## src/tmtw_pkg.sv

```systemverilog
// Shared types and constants for the text-mode terminal writer.
// No dependencies; imported by tmtw_ctrl, tmtw_datapath and the top level.
`default_nettype none

package tmtw_pkg;

    // Field widths fixed by the interface
    localparam int OP_W    = 2;
    localparam int CHAR_W  = 8;
    localparam int ATTR_W  = 8;
    localparam int CELL_W  = 16;
    localparam int RCOL_W  = 7;
    localparam int RROW_W  = 5;

    // Operation codes
    localparam logic [OP_W-1:0] OP_PUT   = 2'd0;
    localparam logic [OP_W-1:0] OP_CLEAR = 2'd1;
    localparam logic [OP_W-1:0] OP_READ  = 2'd2;

    // Control characters
    localparam logic [CHAR_W-1:0] CH_NEWLINE   = 8'h0A;
    localparam logic [CHAR_W-1:0] CH_BACKSPACE = 8'h08;
    localparam logic [CHAR_W-1:0] CH_RETURN    = 8'h0D;
    localparam logic [CHAR_W-1:0] CH_SPACE     = 8'h20;

    // Attribute after reset
    localparam logic [ATTR_W-1:0] ATTR_RESET = 8'd15;

    // Commands from controller to datapath
    typedef struct packed {
        logic load;          // latch the input transaction
        logic exec;          // carry out the latched operation
        logic sweep_clear;   // one step of the zero-fill pass
        logic sweep_scroll;  // one step of the scroll pass
        logic emit;          // present the result transaction
    } cmd_t;

    // Status from datapath to controller
    typedef struct packed {
        logic op_clear;
        logic op_read;
        logic need_scroll;
        logic sweep_last;
    } stat_t;

endpackage

`default_nettype wire

```

## src/tmtw_ctrl.sv

```systemverilog
// Controller state machine of the text-mode terminal writer.
// Depends on tmtw_pkg (cmd_t, stat_t).
`default_nettype none

module tmtw_ctrl (
    input  wire logic            clk,
    input  wire logic            rst_n,
    input  wire logic            start,
    output logic                 busy,
    input  tmtw_pkg::stat_t      stat,
    output tmtw_pkg::cmd_t       cmd
);
    import tmtw_pkg::*;

    typedef enum logic [2:0] {
        ST_CLEAR,
        ST_IDLE,
        ST_EXEC,
        ST_READ,
        ST_SCROLL
    } state_t;

    state_t state_reg, state_next;
    logic   report_reg, report_next;

    // Next state and command decode
    always_comb
    begin
        state_next  = state_reg;
        report_next = report_reg;
        cmd         = '0;
        unique case (state_reg)
            ST_CLEAR:
            begin
                cmd.sweep_clear = 1'b1;
                if (stat.sweep_last)
                begin
                    cmd.emit   = report_reg;
                    state_next = ST_IDLE;
                end
            end
            ST_IDLE:
            begin
                if (start)
                begin
                    cmd.load   = 1'b1;
                    state_next = ST_EXEC;
                end
            end
            ST_EXEC:
            begin
                cmd.exec = 1'b1;
                if (stat.op_clear)
                begin
                    report_next = 1'b1;
                    state_next  = ST_CLEAR;
                end
                else if (stat.op_read)
                begin
                    state_next = ST_READ;
                end
                else if (stat.need_scroll)
                begin
                    state_next = ST_SCROLL;
                end
                else
                begin
                    cmd.emit   = 1'b1;
                    state_next = ST_IDLE;
                end
            end
            ST_READ:
            begin
                cmd.emit   = 1'b1;
                state_next = ST_IDLE;
            end
            ST_SCROLL:
            begin
                cmd.sweep_scroll = 1'b1;
                if (stat.sweep_last)
                begin
                    cmd.emit   = 1'b1;
                    state_next = ST_IDLE;
                end
            end
            default:
            begin
                state_next = ST_IDLE;
            end
        endcase
    end

    // State register; the pass after reset reports nothing
    always_ff @(posedge clk or negedge rst_n)
    begin
        if (!rst_n)
        begin
            state_reg  <= ST_CLEAR;
            report_reg <= 1'b0;
        end
        else
        begin
            state_reg  <= state_next;
            report_reg <= report_next;
        end
    end

    assign busy = (state_reg != ST_IDLE);

endmodule

`default_nettype wire

```

## config.mk

```make
export PLATFORM = sky130hd
export DESIGN_NAME = tmtw_ctrl
export DESIGN_NICKNAME = d
export VERILOG_FILES = /design/src/tmtw_pkg.sv /design/src/tmtw_ctrl.sv
export SDC_FILE = /design/constraint.sdc
export NUM_CORES = 1
export LEC_CHECK = 0
export ABC_AREA = 1
export BUFFER_PORTS_ARGS = -buffer_cell sky130_fd_sc_hd__buf_2
export CAP_MARGIN = 40
export CORE_AREA = 2 2 39 41
export DETAILED_ROUTE_END_ITERATION = 7
export DIE_AREA = 0 0 41 43
export HOLD_SLACK_MARGIN = 0.06
export PLACE_DENSITY = 0.47
export SLEW_MARGIN = 25
export SYNTH_ARGS = -nofsm -noshare
export SYNTH_HDL_FRONTEND = slang
export SYNTH_SLANG_ARGS = --single-unit
```

## constraint.sdc

```tcl
create_clock -name clk -period 1.8 [get_ports clk]
set_input_delay 0.27 -clock clk [delete_from_list [all_inputs] [get_ports clk]]
set_output_delay 0.27 -clock clk [all_outputs]
set_load 0.02 [all_outputs]
```

# After elaboration in Yosys (flattened, before gate mapping)
# Cells that the tools add are included.
classes:
  reduce_logical: 4
  n_eq_ne: 7
  muxes: 17
ops:
  columns: ["op", "count"]
  rows:
  - ["2-to-1 mux 3 bit", 5]
  - ["2-to-1 mux 1 bit", 10]
  - ["case mux 3 bit (3 select lines)", 1]
  - ["== test 3 x 2 -> 1 bit, second input constant", 2]
  - ["case mux 1 bit (4 select lines)", 1]
  - ["AND reduction 2 bit", 2]
  - ["== test 3 x 1 -> 1 bit, second input constant", 1]
  - ["== test 3 bit, second input constant", 1]
  - ["zero test 3 bit", 1]
  - ["inequality test 3 x 1 -> 1 bit, second input constant", 1]
  - ["inequality test 2 x 1 -> 1 bit, second input constant", 1]
  - ["inequality test 2 bit, second input constant", 1]
  - ["OR reduction 2 bit", 1]
totals:
  ff_bits: 4
  out_inout_bits: 6
  wordCells: 30

# Logic depth before layout (Yosys ltp)
logic_depth:
  word_depth: 4
  mapped_depth: 6
  depth_no_buf: 6

# Least setup slack after synthesis
# Ideal clock, no wire load.
synth_path:
  path_type: "flip-flop to output port"
  start: "register state_reg[1]"
  end: "output cmd[4] (netlist name)"
  t_arrival_ns: 0.990
  t_required_ns: 1.530
  stages_incl_launch_ff: 4
  setup_slack_ns: 0.540
  n_path_buf: 0
  cell_sequence: "dfrtp_1 > inv_1 > nand3_2 > nor2_1"
synth_lines:
  columns: ["item", "line", "text"]
  rows:
  - ["start: declaration", "tmtw_ctrl.sv:23", "state_t state_reg, state_next;"]
  - ["start signal: assignment", "tmtw_ctrl.sv:103", "state_reg <= state_next;"]
  - ["end: declaration", "tmtw_ctrl.sv:11", "output tmtw_pkg::cmd_t cmd"]

==> metrics.cfg <==
[place]
pre_cts_ws_ns=0.517
place.gp.congestion=0.689
dp_hpwl_um=512
portBuffers=12
dp.cells=70

[synthesis]
synthCells=42
syn_area_um2=279
ys_seq_area_share_pct=35.9
syn_avg_cell_area_um2=6.64
yosysWarnings=0
yosys.cell_types.count=14
ys_seq_elements=4
synth_fp_nets=49

[final_layout]
fillers=155
nets=67
num_antenna_cells=0
drive_above_1_share_pct=36.2
fin_cells=74
synthToLayoutAreaGrowth_pct=40.4
largest_register_ffs=3

[clock_tree]
clkTransAtPathRegs_ns=0.04
cts_tree=done
post_cts_resized=0
cts.path.max_buffers=2
htreeDepth=1
clkSinkCount=4
cts_buffers=3
clk_latency_ns=0.24
cts-root-buf=clkbuf_4

[floorplanning]
dieHeight_um=43
die_area_um2=1760
core_area_um2=1380
io-pin-count=13
dieWidth_um=41
start_util_pct=20.2
std_cell_rows=14

[grt]
gr-total-overflow=0
grt_first_pass_wirelength_um=959
grt_start_max_net_pins=6
grt_use_total_pct=8.99
antenna_found_initial=0
first_global_vias=254

[setup_path]
rrSetupSlack_ns=0.77
crit_path_end=cmd[0]
reg2reg_from=state_reg[0]$_DFFE_PN0P_
crit_path_start=state_reg[2]$_DFFE_PN0P_
r2r_cells=6
cp_max_fo=5
crit_arrival_ns=1.27
critPathRequiredTime_ns=1.53
r2r-end=state_reg[0]$_DFFE_PN0P_
worstSetupPathType=register to output port
critPathLaunchType=register
endpoint_kind=output port

[outcome]
outcome=complete, no violations

[drt]
postRouteWirelength_um=664
drt_first_pass_iters=4
ant_nets=0
drtIter0Drc=9
via_count=296
routedWlPerCell_um=8.97
viasPerCell=4.00
drc=0

[power]
leakage_uw=0.000227
vdd_drop_max_uv=306
power_density_nw_per_um2=1540

[timing]
hold_viol=0
final_max_slew_viol_count=0
fin_crit_sh_pct=85.4
max_freq_mhz=650
max_slew_margin_pct=86.3
setup_slack_ns=0.262
period_minus_slack_ns=1.54
tns_ns=0
whs_ns=0.332
rsz0062_at_grt=false
setup_viol=0
worstMarginPinSlew_ns=0.204
finClkSkew_ns=0.00736

[job]
drv_cap=0

[worst_hold_path]
hold_start=stat[1]
hold_path.class=primary input to register

[synthesized netlist by cell type, drive strengths merged]
| cell type | n | area share [%] |
|---|---|---|
| o21bai | 1 | 2.7 |
| nor2 | 7 | 10 |
| inv | 10 | 13 |
| nand3 | 5 | 13 |
| nor3 | 1 | 1.8 |
| dfrtp | 4 | 36 |
| o21ai | 1 | 1.8 |
| nand2 | 10 | 14 |
| nand4 | 2 | 4.5 |
| o211ai | 1 | 2.7 |
[per-stage QoR]
| stage | total power, uW | util, % | instance area, um2 |
|---|---|---|---|
| floorplan | 392 | - | 279 |
| global placement | 490 | 25.9 | 359 |
| detailed placement | 491 | 25.9 | 359 |
| CTS | 611 | 28.3 | 392 |
| global route | 655 | 28.3 | 392 |
| finish | 602 | 28.3 | 392 |
[critical path, cell delays in order, from the launching register on]
cell,delay [ns]
dfrtp_1,0.41
inv_2,0.12
nand3_2,0.12
inv_2,0.08
nand2_1,0.06
nand3_1,0.08
buf_2,0.16
[kinds of logic after synthesis]
family                 share of synthesized area [%]
and+or+nand+nor                                 43.5
buffers and inverters                           13.5
DFF                                             35.9
AOI/OAI and AO/OA                               7.18
[worst min-delay path by stage]
stage / to / slack [ns] / cells past startpoint
2_1_floorplan: report_reg$_DFFE_PN0P_ / -0.03 / 0
3_3_place_gp: report_reg$_DFFE_PN0P_ / 0.08 / 1
3_5_place_dp: state_reg[0]$_DFFE_PN0P_ / 0.07 / 1
4_1_cts: state_reg[2]$_DFFE_PN0P_ / 0.33 / 3
5_1_grt: state_reg[2]$_DFFE_PN0P_ / 0.36 / 2
6_report: state_reg[2]$_DFFE_PN0P_ / 0.33 / 3
[layer usage]
| layer | GRT usage [%] | part of all wire, % | up-vias |
|---|---|---|---|
| li1 | - | - | 165 |
| met1 | 9.84 | 46 | 111 |
| met2 | 11.9 | 39 | 15 |
| met3 | 1.57 | 8.6 | 5 |
| met4 | 12.0 | 6.3 | 0 |
| met5 | 0 | 0 | - |
[power breakdown]
group	total, uW	internal (uW)	leakage [uW]	switching (uW)
Combinational	327	114	0.000166	213
Clock	115	74.8	0.0000138	40.3
Sequential	160	121	0.0000470	38.8
Total	602	309	0.000227	292
[area by class of cell]
type | instances | area, um2 | area share (%)
Inverter | 10 | 37.5 | 9.58
Timing Repair Buffer | 13 | 70.1 | 17.9
Sequential cell | 4 | 100 | 25.6
Multi-Input combinational cell | 28 | 141 | 36.1
Clock buffer | 3 | 22.5 | 5.75
Tap cell | 16 | 20.0 | 5.11
[cells in the final DEF (no fill, tap or decap)]
master	count
nor3_1	1
nand4_1	2
dlygate4sd3_1	1
nand3_2	2
dfrtp_1	4
nand3_1	3
o21bai_1	1
o211ai_1	1
nand2_1	9
o21ai_0	1
nor2_2	1
nand2_2	1
nor2_1	6
buf_2	12
inv_1	8
inv_2	2
clkbuf_4	3
[timing repair]
item | 4_1_cts | 5_1_grt
setup buffers | 0 | 0
hold buffers | 1 | 0
endpoints found under the hold margin | 4 | 0
(Power assumes the default switching activity.)
